<file path="src/design/rhhs_pkg.sv">
// Shared types and constants of the Robin Hood hash set.
package rhhs_pkg;

  // Request item and result item
  typedef struct packed {
    logic [1:0]  req_type;
    logic [30:0] lookup_key;
  } req_t;

  typedef struct packed {
    logic [2:0]  status;
    logic [9:0]  probe_distance;
    logic [10:0] element_count;
    logic [9:0]  max_probe_distance;
  } res_t;

  // Request type codes
  localparam logic [1:0] REQ_LOOKUP = 2'd0;
  localparam logic [1:0] REQ_INSERT = 2'd1;
  localparam logic [1:0] REQ_REMOVE = 2'd2;

  // Operation class handed from front to back
  localparam logic [1:0] OP_LOOKUP  = 2'd0;
  localparam logic [1:0] OP_INSERT  = 2'd1;
  localparam logic [1:0] OP_REMOVE  = 2'd2;
  localparam logic [1:0] OP_INVALID = 2'd3;

  // Result status codes
  localparam logic [2:0] STATUS_FOUND     = 3'd0;
  localparam logic [2:0] STATUS_ABSENT    = 3'd1;
  localparam logic [2:0] STATUS_INSERTED  = 3'd2;
  localparam logic [2:0] STATUS_DUPLICATE = 3'd3;
  localparam logic [2:0] STATUS_FULL      = 3'd4;
  localparam logic [2:0] STATUS_REMOVED   = 3'd5;
  localparam logic [2:0] STATUS_INVALID   = 3'd6;

  // Hash multiplier after reset
  localparam logic [63:0] MULT_RESET = 64'h9E37_79B9_7F4A_7C15;

endpackage

</file>
<file path="src/design/rhhs_hash.sv">
// Two-stage multiply-shift hash giving the home slot of a key.
module rhhs_hash #(
  parameter int TB = 10
) (
  input  logic          clk,
  input  logic [63:0]   mult,
  input  logic [30:0]   key,
  output logic [TB-1:0] home
);
  logic [62:0] p_lo;
  logic [31:0] p_hi;
  logic [63:0] sum;

  // Stage 1: two partial products, upper one only needs its low half
  always_ff @(posedge clk) begin
    p_lo <= 63'(64'(mult[31:0]) * 64'(key));
    p_hi <= 32'(mult[63:32] * 32'(key));
  end

  // Stage 2: combine modulo 2^64 and take the top bits
  assign sum = 64'(p_lo) + {p_hi, 32'd0};

  always_ff @(posedge clk) begin
    home <= sum[63 -: TB];
  end
endmodule

</file>
<file path="src/design/rhhs_front.sv">
// Front part: takes requests, classifies them and hashes the key.
module rhhs_front #(
  parameter int TB = 10
) (
  input  logic             clk,
  input  logic             rst,
  input  logic [63:0]      mult,
  input  logic             clearing,
  input  logic             in_valid,
  output logic             in_stall,
  input  rhhs_pkg::req_t   in_data,
  output logic             q_push,
  output logic [TB+32:0]   q_wdata,
  input  logic             q_full
);
  import rhhs_pkg::*;

  localparam logic [1:0] F_IDLE = 2'd0;
  localparam logic [1:0] F_H1   = 2'd1;
  localparam logic [1:0] F_H2   = 2'd2;
  localparam logic [1:0] F_PUSH = 2'd3;

  logic [1:0]    state;
  logic [1:0]    op;
  logic [30:0]   key;
  logic [TB-1:0] home;
  logic          accept;

  assign in_stall = clearing || (state != F_IDLE);
  assign accept   = in_valid && !in_stall;
  assign q_push   = (state == F_PUSH) && !q_full;
  assign q_wdata  = {op, key, home};

  rhhs_hash #(.TB(TB)) u_hash (
    .clk  (clk),
    .mult (mult),
    .key  (key),
    .home (home)
  );

  // Request capture and classification
  always_ff @(posedge clk) begin
    if (accept) begin
      key <= in_data.lookup_key;
      if (in_data.lookup_key == 31'd0) begin
        op <= OP_INVALID;
      end else begin
        case (in_data.req_type)
          REQ_INSERT: op <= OP_INSERT;
          REQ_REMOVE: op <= OP_REMOVE;
          default:    op <= OP_LOOKUP;
        endcase
      end
    end
  end

  // Sequencer: wait out the hash, then hand over
  always_ff @(posedge clk) begin
    if (rst) begin
      state <= F_IDLE;
    end else begin
      unique case (state)
        F_IDLE: if (accept) state <= F_H1;
        F_H1:   state <= F_H2;
        F_H2:   state <= F_PUSH;
        F_PUSH: if (!q_full) state <= F_IDLE;
        default: state <= F_IDLE;
      endcase
    end
  end
endmodule

</file>
<file path="config.mk">
export PLATFORM = sky130hd
export DESIGN_NAME = rhhs_front
export DESIGN_NICKNAME = d
export VERILOG_FILES = /design/src/design/rhhs_pkg.sv /design/src/design/rhhs_hash.sv /design/src/design/rhhs_front.sv
export SDC_FILE = /design/constraint.sdc
export NUM_CORES = 2
export LEC_CHECK = 0
export BUFFER_PORTS_ARGS = -buffer_cell sky130_fd_sc_hd__buf_4
export CORE_ASPECT_RATIO = 0.5
export CORE_MARGIN = 4
export CORE_UTILIZATION = 40
export CTS_CLUSTER_SIZE = 20
export DETAILED_ROUTE_END_ITERATION = 8
export PLACE_DENSITY_LB_ADDON = 0.12
export SLEW_MARGIN = 25
export SYNTH_ARGS = -nofsm -noshare
export SYNTH_HDL_FRONTEND = slang
export SYNTH_SLANG_ARGS = --single-unit
</file>
<file path="constraint.sdc">
create_clock -name clk -period 9.6 [get_ports clk]
set_clock_uncertainty 0.05 [all_clocks]
set_input_delay 1.92 -clock clk [delete_from_list [all_inputs] [get_ports clk]]
set_output_delay 1.92 -clock clk [all_outputs]
set_load 0.02 [all_outputs]
</file>
# Word level (Yosys, flattened, before mapping)
# Cells that the tools add are included.
# W data, S select, Z words.
# classes
mul	2
n_eq_ne	7
n_reduce_logical	9
n_addsub	1
n_mux	4
# ops
operator	n
$add A63 B64 Y64	1
$mul A32 B31 Y63	1
$mul A32 B31 Y32	1
$logic_not A31 Y1	1
$pmux W2 S4	1
$eq A2 B2 Y1 const B	3
$eq A2 B1 Y1 const B	2
$mux W2	2
$ne A2 B2 Y1 const B	2
$pmux W2 S2	1
$logic_and A1 B1 Y1	2
$logic_not A1 Y1	2
$logic_not A2 Y1	1
$reduce_and A2 Y1	1
$reduce_bool A2 Y1	1
$logic_or A1 B1 Y1	1
# word_totals
register_bits	140
out_inout_bits	45
wordCells	29

# Longest topological paths before layout
# logic_depth
depth_word	6
mapped_depth	30
mapped_depth_nobuf	28

# Hierarchy
# A second synthesis with hierarchy kept.
# hier_totals
cells_unflattened	5455
area_unflattened_um2	50158.1
# modules_own_cells
mod	instances	cells_each	area_per_inst_um2
rhhs_hash	1	5390	48900.6
rhhs_front	1	65	1257.5

# Worst setup path after synthesis
# Ideal clock, no wire load.
# synth_timing
path_type	input to register
from	input mult[26]
to	register u_hash.p_lo[58]
slack_ns	1.060
required_time_ns	9.480
n_path_buf	1
arrival_time_ns	8.421
path_stages	24
cell_sequence	clkbuf_1 and2_1 fa_1 fa_1 inv_1 fa_1 fa_1 inv_1 fa_1 fa_1 fa_1 inv_1 fa_1 inv_1 ha_1 nand2_1 o21ai_0 nor3_1 a21oi_1 o2111ai_2 a211o_1 a21o_2 or3_1 a21oi_1
# synth_between
elab_chain_len	1
# synth_rtl
element	line_no	text
start: declaration	rhhs_front.sv:7	input logic [63:0] mult,
$mul A32 B31 Y63	rhhs_hash.sv:16	p_lo <= 63'(64'(mult[31:0]) * 64'(key));
end signal: assignment	rhhs_hash.sv:16	
end: declaration	rhhs_hash.sv:10	logic [62:0] p_lo;
# No other way between the ends.
# A chain may end at the register's enable or synchronous reset.

# Worst setup path in the final report
# layout_timing
from	input mult[11]
to	register u_hash.p_lo[58]
# Same word-level chain as after synthesis.

==> out/summary.txt <==
Crit Reg-Reg Endpoint: u_hash.p_lo[58]
Antenna Nets Post-Route: 0
Max-Cap Viols: 0
Synth-to-Final Area Change: 6.71%
Unique masters post-synth: 67
PostCTS Resize Cnt: 0
TritonCTS clock tree: built
initial drt markers: 1562
critical path data arrival time: 9.67 ns
RSZ-0062 raised after global routing: true
CP most frequent cell: fa_1
synth warn: 0
final setup fails: 0
Crit Path Category: in -> reg
largest net degree at the start of global routing: 35
first-pass GRT wire length: 232 mm
max incr delay on CP: 0.58 ns
Final Max Slew Viols: 0
outcome: finished, final reports clean
period utilization: 0.979
Worst Path Buf+Inv: 5
GR Overflow Total: 0
GP Congestion: 0.845
core area: 0.123 mm^2
Min Hold Slack: 0.404 ns
Initial Util: 0.403
Post-Syn Nets: 7182
final wirelength: 146 mm
Pre-antenna DRT Iters: 5
H-tree lvl count: 3
pre-CTS setup slack: -0.181 ns
number of global-route vias before repair: 39302
Setup TNS: 0 ns
WL/cell: 20.7 um
DP Wirelength: 121 mm
hold_buf cts: 0
Final Util: 0.430
Core Rows: 91
register area share after synthesis: 0.0501
top achievable clock speed: 106 MHz
worst flop-to-flop path startpoint: key[4]
cell family contributing the most delay on the critical path: adder cells
hold path start: u_hash.p_hi[31]
final net count: 7148
FF+latch count, synth: 108
die span in x: 507 um
via/cell ratio: 4.91
root buffer cell: clkbuf_16
worst min path class: reg -> reg
Worst slew margin: 0.322
deepest clock path buffer count: 2
number of synthesized flops with an enable pin: 33
Cell Area, Synth: 0.0498 mm^2
final hold vios: 0
Startpoint Class: primary input
die footprint: 0.130 mm^2
Final min period: 9.39 ns
Worst Reg-to-Reg Cells: 25
Clock transition at path regs: 0.08 ns
share of cells above drive strength 1: 0.0575
CP max stage cell: fa_1
io pins: 147
clk_lat worst skew: 0.39 ns
Avg Cell Area, Syn: 9.22 um^2
port bufs: 146
Top FF cell, synth: dfxtp_1
Die Y: 257 um
CP endpoint kind: register
clock net sink count: 108
via count: 34591
hold depth: 1
hold worst-path end: u_hash.home[9]
Crit path required time: 9.87 ns
flop2flop setup slack: 0.78 ns
Setup WS post-layout: 0.206 ns
CTS buffer count: 9
Gate Count Post-Synth: 5399
antenna violations before repair: 9
Residual DRC: 0
Post-CTS Setup Bufs: 0
GRT Resource Usage Total: 0.232
asr flop ratio synth: 0
Slew @ Worst Pin: 1.02 ns
critical path fanouts, max: 28
worst-path cell chain: buf_4, nand2_1, fa_1, inv_1, fa_1, fa_1, fa_1, fa_1, fa_1, fa_1, inv_1, fa_1, inv_1, ha_1, nand2_1, o21ai_0, nor3_1, a21oi_1, buf_4, o2111ai_2, a211o_1, a21o_2, or3_1, a21oi_1
## placed cells by master, fill, tap and decap left out, drive strengths merged, types with 3 or more instances in the layout
| cell type | instances |
|---|---|
| and3 | 5 |
| o211ai | 5 |
| o2111ai | 3 |
| inv | 1300 |
| o31ai | 6 |
| a2111oi | 3 |
| a31oi | 5 |
| o21ai | 35 |
| xnor2 | 93 |
| nor3 | 13 |
| nand2 | 876 |
| clkbuf | 12 |
| nor2 | 50 |
| nand3 | 18 |
| dfxtp | 75 |
| edfxtp | 33 |
| ha | 407 |
| xor2 | 28 |
| a21o | 33 |
| nor4 | 8 |
| nand2b | 10 |
| a21oi | 63 |
| o21a | 7 |
| nand4 | 10 |
| buf | 261 |
| and2 | 678 |
| fa | 1274 |
| o21bai | 10 |
| and4 | 3 |
| a211oi | 12 |
| nor2b | 9 |
## flip-flops by register name, summed over array words and instances (netlist names)
signal / count
u_hash.p_hi: 32
key: 31
u_hash.p_lo: 31
u_hash.home: 10
op: 2
state: 2
## area by class of cell
| type | count | area (um^2) |
|---|---|---|
| fillers | 12348 | 70300 |
| multi-input cells | 3687 | 41300 |
| inverters | 1298 | 4870 |
| flip-flops and latches | 108 | 2490 |
| well taps | 1674 | 2090 |
| repair buffers | 261 | 2090 |
| clock buffers | 12 | 256 |
| clock inverters | 4 | 31.3 |
| diodes | 2 | 5.00 |
## worst reg2reg max path: cells and delay by family, from the launching register on
family	cells	cell delay (ns)
AO/OA/AOI/OAI	6	1.84
adder cells (fa/ha/maj)	9	4.19
buffers and inverters	6	0.92
flip-flops	1	0.90
AND/OR/NAND/NOR	4	0.87
## synthesized netlist by cell type (2+ instances only)
master	number	area [um^2]
buf_1	2	7.51
clkbuf_8	2	27.5
inv_1	1298	4870
fa_1	1274	25500
o31ai_1	5	37.5
nand3_1	18	90.1
o21bai_1	7	52.6
nor2b_1	9	56.3
nor4_1	7	43.8
a2111oi_2	2	30.0
ha_1	407	5090
a21o_1	31	233
xor2_1	28	245
a21o_2	2	17.5
a21oi_1	62	310
o21ai_0	28	140
and4_1	2	17.5
o21ai_2	2	17.5
nor3_1	13	65.1
nor2_1	50	188
a211oi_1	11	82.6
or3_1	2	12.5
nand2b_1	10	62.6
o21ai_1	5	25.0
nand2_1	875	3280
nand4_1	10	62.6
o21bai_2	3	33.8
a211o_1	2	17.5
a31o_2	2	17.5
clkbuf_1	302	1130
and3_2	2	15.0
edfxtp_1	33	991
dfxtp_1	75	1500
and2_1	678	4240
and3_1	2	12.5
o2111ai_1	2	17.5
xnor2_1	93	815
or2_2	2	12.5
o21a_1	7	52.6
o211ai_1	5	37.5
a31oi_1	3	18.8
## through the flow
| stage | area [um^2] | std cells |
|---|---|---|
| finish | 53100 | 7046 |
| global route | 53100 | 7044 |
| CTS | 53100 | 7043 |
| detailed placement | 52800 | 7027 |
| global placement | 52600 | 7017 |
| floorplan | 49800 | 5399 |
## routing by layer
layer	up-vias	global-route usage	wire [um]
met2	746	0.388	69400
met4	4	0.0596	3880
met1	18337	0.313	64100
met3	149	0.0408	8140
met5	-	0	35
li1	15355	-	-
## worst max path at each step
stage	endpoint	cells past startpoint	start	slack, ns
floorplan	u_hash.p_lo[58]	24	mult[26]	1.06
global placement	u_hash.p_lo[62]	24	mult[11]	-0.12
detailed placement	u_hash.p_lo[62]	24	mult[11]	-0.18
CTS	u_hash.p_lo[62]	24	mult[11]	0.20
global route	u_hash.p_lo[58]	24	mult[11]	-0.03
finish	u_hash.p_lo[58]	24	mult[11]	0.21
## cell families after synthesis
| family | Yosys count | share of synthesized area |
|---|---|---|
| XOR/XNOR | 121 | 0.0213 |
| buffers and inverters | 1604 | 0.121 |
| AO/OA/AOI/OAI | 198 | 0.0271 |
| flip-flops | 108 | 0.0501 |
| AND/OR/NAND/NOR | 1687 | 0.165 |
| adder cells (fa/ha/maj) | 1681 | 0.615 |
Power is left out: the tool's default activity adds up to more than one toggle a clock period on the data nets, which glitch-free logic cannot reach.
