## src/design/rhhs_fifo.sv

```systemverilog
// Two-entry queue between the front and back parts.
module rhhs_fifo #(
  parameter int W = 43
) (
  input  logic         clk,
  input  logic         rst,
  input  logic         push,
  input  logic [W-1:0] wdata,
  output logic         full,
  input  logic         pop,
  output logic         valid,
  output logic [W-1:0] rdata
);
  logic [W-1:0] data [2];
  logic         wptr;
  logic         rptr;
  logic [1:0]   fill;

  assign full  = fill[1];
  assign valid = (fill != 2'd0);
  assign rdata = data[rptr];

  // Storage
  always_ff @(posedge clk) begin
    if (push) begin
      data[wptr] <= wdata;
    end
  end

  // Pointers and fill level
  always_ff @(posedge clk) begin
    if (rst) begin
      wptr <= 1'b0;
      rptr <= 1'b0;
      fill <= 2'd0;
    end else begin
      if (push) wptr <= ~wptr;
      if (pop)  rptr <= ~rptr;
      fill <= fill + 2'(push) - 2'(pop);
    end
  end
endmodule

```

## config.mk

```make
export PLATFORM = sky130hd
export DESIGN_NAME = rhhs_fifo
export DESIGN_NICKNAME = d
export VERILOG_FILES = /design/src/design/rhhs_fifo.sv
export SDC_FILE = /design/constraint.sdc
export NUM_CORES = 1
export LEC_CHECK = 0
export ABC_AREA = 1
export BUFFER_PORTS_ARGS = -buffer_cell sky130_fd_sc_hd__buf_2
export CAP_MARGIN = 20
export CORE_MARGIN = 8
export CORE_UTILIZATION = 36
export DETAILED_ROUTE_END_ITERATION = 8
export GPL_ROUTABILITY_DRIVEN = 1
export PLACE_DENSITY = 0.67
export SYNTH_ARGS = -nofsm -noshare
export SYNTH_HDL_FRONTEND = slang
export SYNTH_SLANG_ARGS = --single-unit
```

## constraint.sdc

```tcl
create_clock -name clk -period 5.3 [get_ports clk]
set_input_delay 1.06 -clock clk [delete_from_list [all_inputs] [get_ports clk]]
set_output_delay 1.06 -clock clk [all_outputs]
set_load 0.02 [all_outputs]
```

## Word level (Yosys, flattened, before mapping)

Memory sizes are Yosys's and may differ from the RTL's. A register that Yosys moved wholly into a read port is not among the register bits.
Cells that the tools add are included.
W data, S select, Z words.

| word-level totals | value |
|---|---|
| register bits | 4 |
| RAM bits | 86 |
| bits of input ports | 47 |
| output and inout bits | 45 |
| logic and storage cells | 13 |
| memories | 1 |

Memories:

| memory | words | width | read ports | clocked after memory_dff | write ports | line | text |
|---|---|---|---|---|---|---|---|
| data | 2 | 43 | 1 | 1 | 1 | 14 | `logic [W-1:0] data [2];` |

| operators by class | value |
|---|---|
| $add $sub $neg | 2 |
| mux-type cells | 4 |
| bitwise gates (word level) | 2 |
| reductions and logical operators | 1 |

Operators by type and width:

| operator | number |
|---|---|
| $mux W1 | 4 |
| $add A2 B1 Y2 | 1 |
| $not A1 Y1 | 2 |
| $reduce_bool A2 Y1 | 1 |
| $sub A2 B1 Y2 | 1 |

## Logic depth before layout (Yosys ltp)

Gate-level depths: netlist of run 1.

| depth | value |
|---|---|
| word-level depth | 3 |
| mapped depth | 9 |
| gate-level depth less buffers | 9 |

## Least setup slack after synthesis of run 1

No wires, ideal clock.

| path | value |
|---|---|
| kind | input to register |
| start point | input push |
| end point | memory data[0][0], enable pin |
| setup time | 0.444 ns |
| arrival | 2.908 ns |
| required time | 4.856 ns |
| setup slack | 1.948 ns |
| cell stages on the path | 2 |
| path buffers | 0 |
| cells stage by stage | inv_1 nor2_1 |

| on the way | value |
|---|---|
| word-level cells in the longest chain between the ends | 2 |

Ends and longest elaborated chain:

| item | line | text |
|---|---|---|
| from (decl) | 7 | `input logic push,` |
| $mux W1 | 25 | `if (push) begin` |
| $mux W1 (not written as such) | 26 | `data[wptr] <= wdata;` |
| to (decl) | 14 |  |

Every way passes these cells.

==> results of run 1 <==
==> sequential cells by signal (all words and copies together), names as in the netlist, named ones only <==
| name | cells |
|---|---|
| wptr | 1 |
| data | 86 |
| rptr | 1 |
| fill | 2 |
==> area by class of cell <==
| type | count | share of cell area |
|---|---|---|
| inverters | 8 | 0.00700 |
| clock inverters | 3 | 0.0108 |
| clock buffers | 13 | 0.0371 |
| well taps | 133 | 0.0388 |
| flip-flops and latches | 91 | 0.626 |
| multi-input cells | 60 | 0.171 |
| repair buffers | 93 | 0.110 |
==> worst register-to-register path, cell delays in order (launching register included) <==
cell and delay, ns:
dfxtp_1 0.35, nor2_4 0.50, buf_4 0.44
==> per-stage QoR <==
step	hold slack, ns	worst slack, ns	util
6_report	0.533	2.03	0.445
5_1_grt	0.594	1.91	0.445
4_1_cts	0.541	1.98	0.445
3_5_place_dp	0.520	2.37	0.424
3_3_place_gp	0.494	2.38	0.424
2_1_floorplan	0.480	1.95	-
==> routing by layer <==
metal  share of wire  vias up  track usage
met1            0.38      829       0.0945
met2            0.52       50        0.171
met4           0.017        0       0.0473
met3           0.087       11       0.0415
li1                -      817            -
met5               0        -            0
==> placed cells by master, fill, tap and decap left out, types with 2 or more instances in the layout <==
cell type	count
buf_4	2
dfxtp_1	4
inv_1	7
clkbuf_1	2
nor2_1	5
nand2_1	5
ha_1	2
clkbuf_8	11
mux2_4	40
buf_2	91
edfxtp_1	86
mux2_2	3
==> worst min path at each step <==
stage | startpoint | endpoint | slack, ns | cells after the start
floorplan | rptr | flip-flop | 0.48 | 2
global placement | rptr | rptr | 0.49 | 2
detailed placement | rptr | rptr | 0.52 | 2
CTS | rptr | rptr | 0.54 | 2
global route | wptr | wptr | 0.59 | 2
finish | rptr | rptr | 0.53 | 2
==> cells in the mapped netlist <==
library cell,n,area (sq um)
edfxtp_1,86,2580
mux2_4,40,601
inv_1,8,30.0
nor2_1,6,22.5
dfxtp_1,5,100
nand2_1,5,18.8
buf_12,4,80.1
mux2_2,3,33.8
ha_1,2,25.0
a21oi_1,1,5.00
buf_6,1,11.3
nand3_1,1,5.00
nor3_1,1,5.00
xnor2_1,1,8.76
==> kinds of logic (layout without fill, tap and decap cells) <==
kind of cell,after synthesis,after routing
fa+ha+maj,2,2
xor+xnor,1,1
simple gates,13,13
flops,91,91
compound gates,1,1
buf+inv,13,117
mux,43,43
==> power groups by stage <==
stage	logic (W)	registers (W)	clock network, W
2_1_floorplan	0.000162	0.000857	0
5_1_grt	0.000229	0.000854	0.000519
4_1_cts	0.000217	0.000851	0.000491
3_3_place_gp	0.000212	0.000864	0
6_report	0.000211	0.000849	0.000473
3_5_place_dp	0.000217	0.000867	0
==> flow_metrics.env, run 1 <==
export IMPL_synth_warnings=0
export IMPL_grt_util_all_layers=0.0964
export IMPL_skew_ns=0.00801
export IMPL_path_cells="buf_4, mux2_2, buf_2"
export IMPL_reg2reg_setup_slack_ns=3.66
export IMPL_dr_first_iter_drc_count=71
export IMPL_p_sw_w=0.000361
export IMPL_p_leak_nw=1.71
export IMPL_gp_congestion=0.675
export IMPL_overflow=0
export IMPL_finalPower_w=0.00153
export IMPL_path_max_fanout=22
export IMPL_placed_area_sq_um=4080
export IMPL_worstSetupPathType="reg2out"
export IMPL_cts_tree="done"
export IMPL_insertion_delay_ns=0.34
export IMPL_slowest_stage="dfxtp_2"
export IMPL_drtAntennaViolNets=0
export IMPL_synth_mux_area_frac=0.180
export IMPL_status="complete, no violations"
export IMPL_die_area_sq_um=13200
export IMPL_synth_simple_area_share=0.0145
export IMPL_clkPwrFrac=0.309
export IMPL_cp_endpoint="rdata[42]"
export IMPL_p_comb_frac=0.138
export IMPL_seqPwrFrac=0.554
export IMPL_switching_share=0.235
export IMPL_worst_pin_slew_ns=0.962
export IMPL_clk_path_buf_depth=2
export IMPL_max_clock_freq_mhz=306
export IMPL_syn_nets=213
export IMPL_cp_buffers_inverters=2
export IMPL_placed_cells=385
export IMPL_wl_per_cell_um=15.4
export IMPL_multi_input_area_sq_um=732
export IMPL_nets=312
export IMPL_fp_row_count=36
export IMPL_crit_family="flip-flops"
export IMPL_syn_to_final_growth_pct=21.5
export IMPL_synth_top_family_by_area="multiplexers"
export IMPL_critPathArrivalTime_ns=2.21
export IMPL_finalSetupViolations=0
export IMPL_hold_violations=0
export IMPL_hold_class="reg2reg"
export IMPL_ctsHoldBuffers=0
export IMPL_crit_cells=3
export IMPL_dr_pass1_iters=4
export IMPL_final_cells=401
export IMPL_seq_area_sq_um=2680
export IMPL_maxCapViolations=0
export IMPL_port_buffers=91
export IMPL_numCtsBuffers=9
export IMPL_synth_fa_ha_area_frac=0.00709
export IMPL_cts_root_buf="clkbuf_8"
export IMPL_clk_pin_slew_ns=0.08
export IMPL_cts_setup_buffers=0
export IMPL_post_cts_resized=0
export IMPL_h_tree_depth=3
export IMPL_fp_dieW_um=115
export IMPL_fill_cells=890
export IMPL_initial_utilization=0.366
export IMPL_via_per_inst=4.26
export IMPL_grt_pass1_vias=1957
export IMPL_synth_xor_area_frac=0.00248
export IMPL_synth_cell_types=14
export IMPL_internal_power_w=0.00117
export IMPL_vias=1707
export IMPL_worst_setup_path_start_kind="flip-flop"
export IMPL_rsz0062_at_grt="no"
export IMPL_die_h_um=115
export IMPL_fin_area_sq_um=4290
export IMPL_vdd_drop_max_v=0.000144
export IMPL_antenna_cells=0
export IMPL_powerDensity_nw_per_um2=358
export IMPL_coreArea_sq_um=9640
export IMPL_slew_headroom=0.358
export IMPL_ys_ff_latch=91
export IMPL_finalSetupTns_ns=0
export IMPL_worstReg2RegEnd="data[0][12]"
export IMPL_hpwlAfterDp_um=4330
export IMPL_critPathCaptureType="output pin"
export IMPL_clock_sinks=91
export IMPL_grt_max_degree=45
export IMPL_r2r_start="wptr"
export IMPL_synth_compound_area_share=0.00142
export IMPL_finalCritPeriodShare=0.616
export IMPL_wl_um=6160
export IMPL_crit_required_ns=4.24
export IMPL_ys_seq_area_frac=0.760
export IMPL_syn_avg_cell_area_sq_um=21.5
export IMPL_antenna_found_initial=0
export IMPL_drc_errors=0
export IMPL_synthCells=164
export IMPL_cpPeakStageDelay_ns=0.80
export IMPL_maxSlewViolCount=0
export IMPL_grt_pass1_wl_um=9700
export IMPL_rr_worst_depth=2
export IMPL_io_pins=92
export IMPL_min_period_ns=3.27
export IMPL_drive_gt1_frac=0.571
export IMPL_syn_area_sq_um=3530
Note: power is estimated with default switching activity, not from simulation.
==> run 2, diff against run 1 <==
--- a/config.mk
+++ b/config.mk
@@ -5,14 +5,14 @@
 export SDC_FILE = /design/constraint.sdc
 export NUM_CORES = 1
 export LEC_CHECK = 0
-export ABC_AREA = 1
+export ABC_AREA = 0
 export BUFFER_PORTS_ARGS = -buffer_cell sky130_fd_sc_hd__buf_2
 export CAP_MARGIN = 20
 export CORE_MARGIN = 8
 export CORE_UTILIZATION = 36
 export DETAILED_ROUTE_END_ITERATION = 8
 export GPL_ROUTABILITY_DRIVEN = 1
-export PLACE_DENSITY = 0.67
+export PLACE_DENSITY = 0.69
 export SYNTH_ARGS = -nofsm -noshare
 export SYNTH_HDL_FRONTEND = slang
 export SYNTH_SLANG_ARGS = --single-unit
==> constraint.sdc (replaced) <==
create_clock -name clk -period 2.8 [get_ports clk]
set_input_delay 0.56 -clock clk [delete_from_list [all_inputs] [get_ports clk]]
set_output_delay 0.56 -clock clk [all_outputs]
set_load 0.02 [all_outputs]
==> flow_metrics.env, run 2 <==
export IMPL_cts_tree="done"
export IMPL_worstSetupPathType="reg2out"
export IMPL_synth_mux_area_frac=0.180
export IMPL_status="complete, no violations"
export IMPL_yosysTopAreaCellShare=0.733
export IMPL_finish_utilization=0.446
export IMPL_worst_pin_slew_ns=0.562
export IMPL_vias=1691
export IMPL_fp_row_count=36
export IMPL_synthCells=154
export IMPL_hold_violations=0
export IMPL_hold_class="in2reg"
export IMPL_overflow=0
export IMPL_drtAntennaViolNets=0
export IMPL_synth_cell_types=14
export IMPL_insertion_delay_ns=0.34
export IMPL_gp_congestion=0.661
export IMPL_synth_warnings=0
export IMPL_post_synth_top_area_cell="edfxtp_1"
export IMPL_grt_pass1_vias=1859
export IMPL_path_max_fanout=23
export IMPL_synthTopCellsByArea="edfxtp_1 73%, mux2_4 17%, dfxtp_1 2.8%"
export IMPL_largest_register_ffs=86
export IMPL_vdd_drop_max_v=0.000255
export IMPL_dr_pass1_iters=4
export IMPL_coreArea_sq_um=9640
export IMPL_drc_errors=0
export IMPL_critPathArrivalTime_ns=1.59
export IMPL_cts_root_buf="clkbuf_8"
export IMPL_antenna_cells=0
export IMPL_powerDensity_nw_per_um2=674
export IMPL_worst_setup_path_start_kind="flip-flop"
export IMPL_rsz0062_at_grt="no"
export IMPL_grt_max_degree=24
export IMPL_setup_ws_ns=0.647
export IMPL_critPathCaptureType="output pin"
export IMPL_synth_simple_area_share=0.0114
export IMPL_ctsHoldBuffers=0
export IMPL_nets=305
export IMPL_most_common_layout_cells="91 x buf_2, 86 x edfxtp_1, 40 x mux2_4"
export IMPL_maxSlewViolCount=0
export IMPL_max_clock_freq_mhz=464
export IMPL_wl_per_cell_um=15.1
export IMPL_finalSetupTns_ns=0
export IMPL_synth_fa_ha_area_frac=0.00711
export IMPL_via_per_inst=4.29
export IMPL_synth_top_family_by_area="multiplexers"
export IMPL_numCtsBuffers=9
export IMPL_dr_first_iter_drc_count=80
export IMPL_ys_seq_area_frac=0.762
export IMPL_synth_compound_area_share=0
export IMPL_syn_avg_cell_area_sq_um=22.9
export IMPL_clk_pin_slew_ns=0.08
export IMPL_ys_top_cells_by_count="86 x edfxtp_1, 40 x mux2_4, 5 x dfxtp_1, 4 x buf_12, 4 x nor2_1"
export IMPL_largest_register="data"
export IMPL_fp_dieW_um=115
export IMPL_async_reset_ff_frac=0
export IMPL_ys_flop_type="edfxtp_1"
export IMPL_dpl_worst_slack_ns=0.968
export IMPL_grt_util_all_layers=0.0936
export IMPL_crit_required_ns=2.24
export IMPL_clk_path_buf_depth=2
export IMPL_drive_gt1_frac=0.598
export IMPL_min_period_ns=2.15
export IMPL_placed_area_sq_um=4110
export IMPL_ys_ff_latch=91
export IMPL_h_tree_depth=3
export IMPL_die_area_sq_um=13200
export IMPL_slew_headroom=0.625
export IMPL_synth_most_common_cell="edfxtp_1"
export IMPL_antenna_found_initial=0
export IMPL_finalCritPeriodShare=0.769
export IMPL_hpwlAfterDp_um=4170
export IMPL_fill_cells=921
export IMPL_syn_nets=203
export IMPL_skew_ns=0.00617
export IMPL_syn_area_sq_um=3520
export IMPL_grt_pass1_wl_um=9300
export IMPL_synth_edf_count=86
export IMPL_syn_to_final_growth_pct=22.0
export IMPL_final_common_cell="buf_2"
export IMPL_io_pins=92
export IMPL_cts_setup_buffers=0
export IMPL_maxCapViolations=0
export IMPL_synth_xor_area_frac=0.0114
export IMPL_port_buffers=91
export IMPL_p_leak_nw=1.70
export IMPL_die_h_um=115
export IMPL_clock_sinks=91
export IMPL_fin_area_sq_um=4300
export IMPL_initial_utilization=0.365
export IMPL_wl_um=5960
export IMPL_finalSetupViolations=0
export IMPL_post_cts_resized=0
export IMPL_reg_top3="data: 86 flops, fill: 2 flops"
export IMPL_whs_ns=0.403
[run 2: cell count changes after synthesis, sizes merged]
cell	change
nor2	-2
nor3	-1
xnor3	+1
nand2	-5
xnor2	+1
or2	+1
a21oi	-1
inv	-6
nand3	-1
nor2b	+2
and2	+1
[run 2: critical path, stage by stage (launching register included)]
cell and delay, ns:
dfxtp_2 0.33, buf_4 0.37, mux2_2 0.38, buf_2 0.16
[run 2: layer usage]
metal / routed length, um / vias to the layer above / track usage
met5: 0 / - / 0
met4: 102 / 0 / 0.0368
met3: 462 / 10 / 0.0431
met2: 2990 / 50 / 0.161
met1: 2410 / 834 / 0.0973
li1: - / 797 / -
[run 2: cells by family after synthesis]
kind of cell             Yosys count
flip-flops                        91
multiplexers                      43
AND/OR/NAND/NOR                    8
buffers and inverters              7
XOR/XNOR                           3
adder cells (fa/ha/maj)            2
[run 2: metrics by stage]
stage                     cells  total power (W)
after floorplan             154          0.00197
after global placement      378          0.00210
after detailed placement    378          0.00211
after CTS                   394          0.00294
after global routing        394          0.00303
final                       394          0.00289
[run 2: layout make-up]
cell class	instances	area, sq um	share of cell area
clock buffers	11	131	0.0306
clock inverters	5	53.8	0.0125
inverters	2	7.51	0.00175
multi-input cells	56	748	0.174
flip-flops and latches	91	2680	0.625
well taps	133	166	0.0387
repair buffers	96	505	0.118
[run 2: path summary, 6_finish.rpt]
check,start,end,slack (ns),cells past startpoint
worst max-delay path,flip-flop,rdata[42],0.65,3
worst max register to register,wptr,data[1][14],1.27,2
worst min-delay path,wdata[21],data[0][21],0.40,1
worst min register to register,rptr,rptr,0.52,2
[run 2: report_power, final]
part	internal (W)	switching, W
registers	0.00158	0.0000239
logic	0.000214	0.000246
clock network	0.000409	0.000416
total	0.00221	0.000686
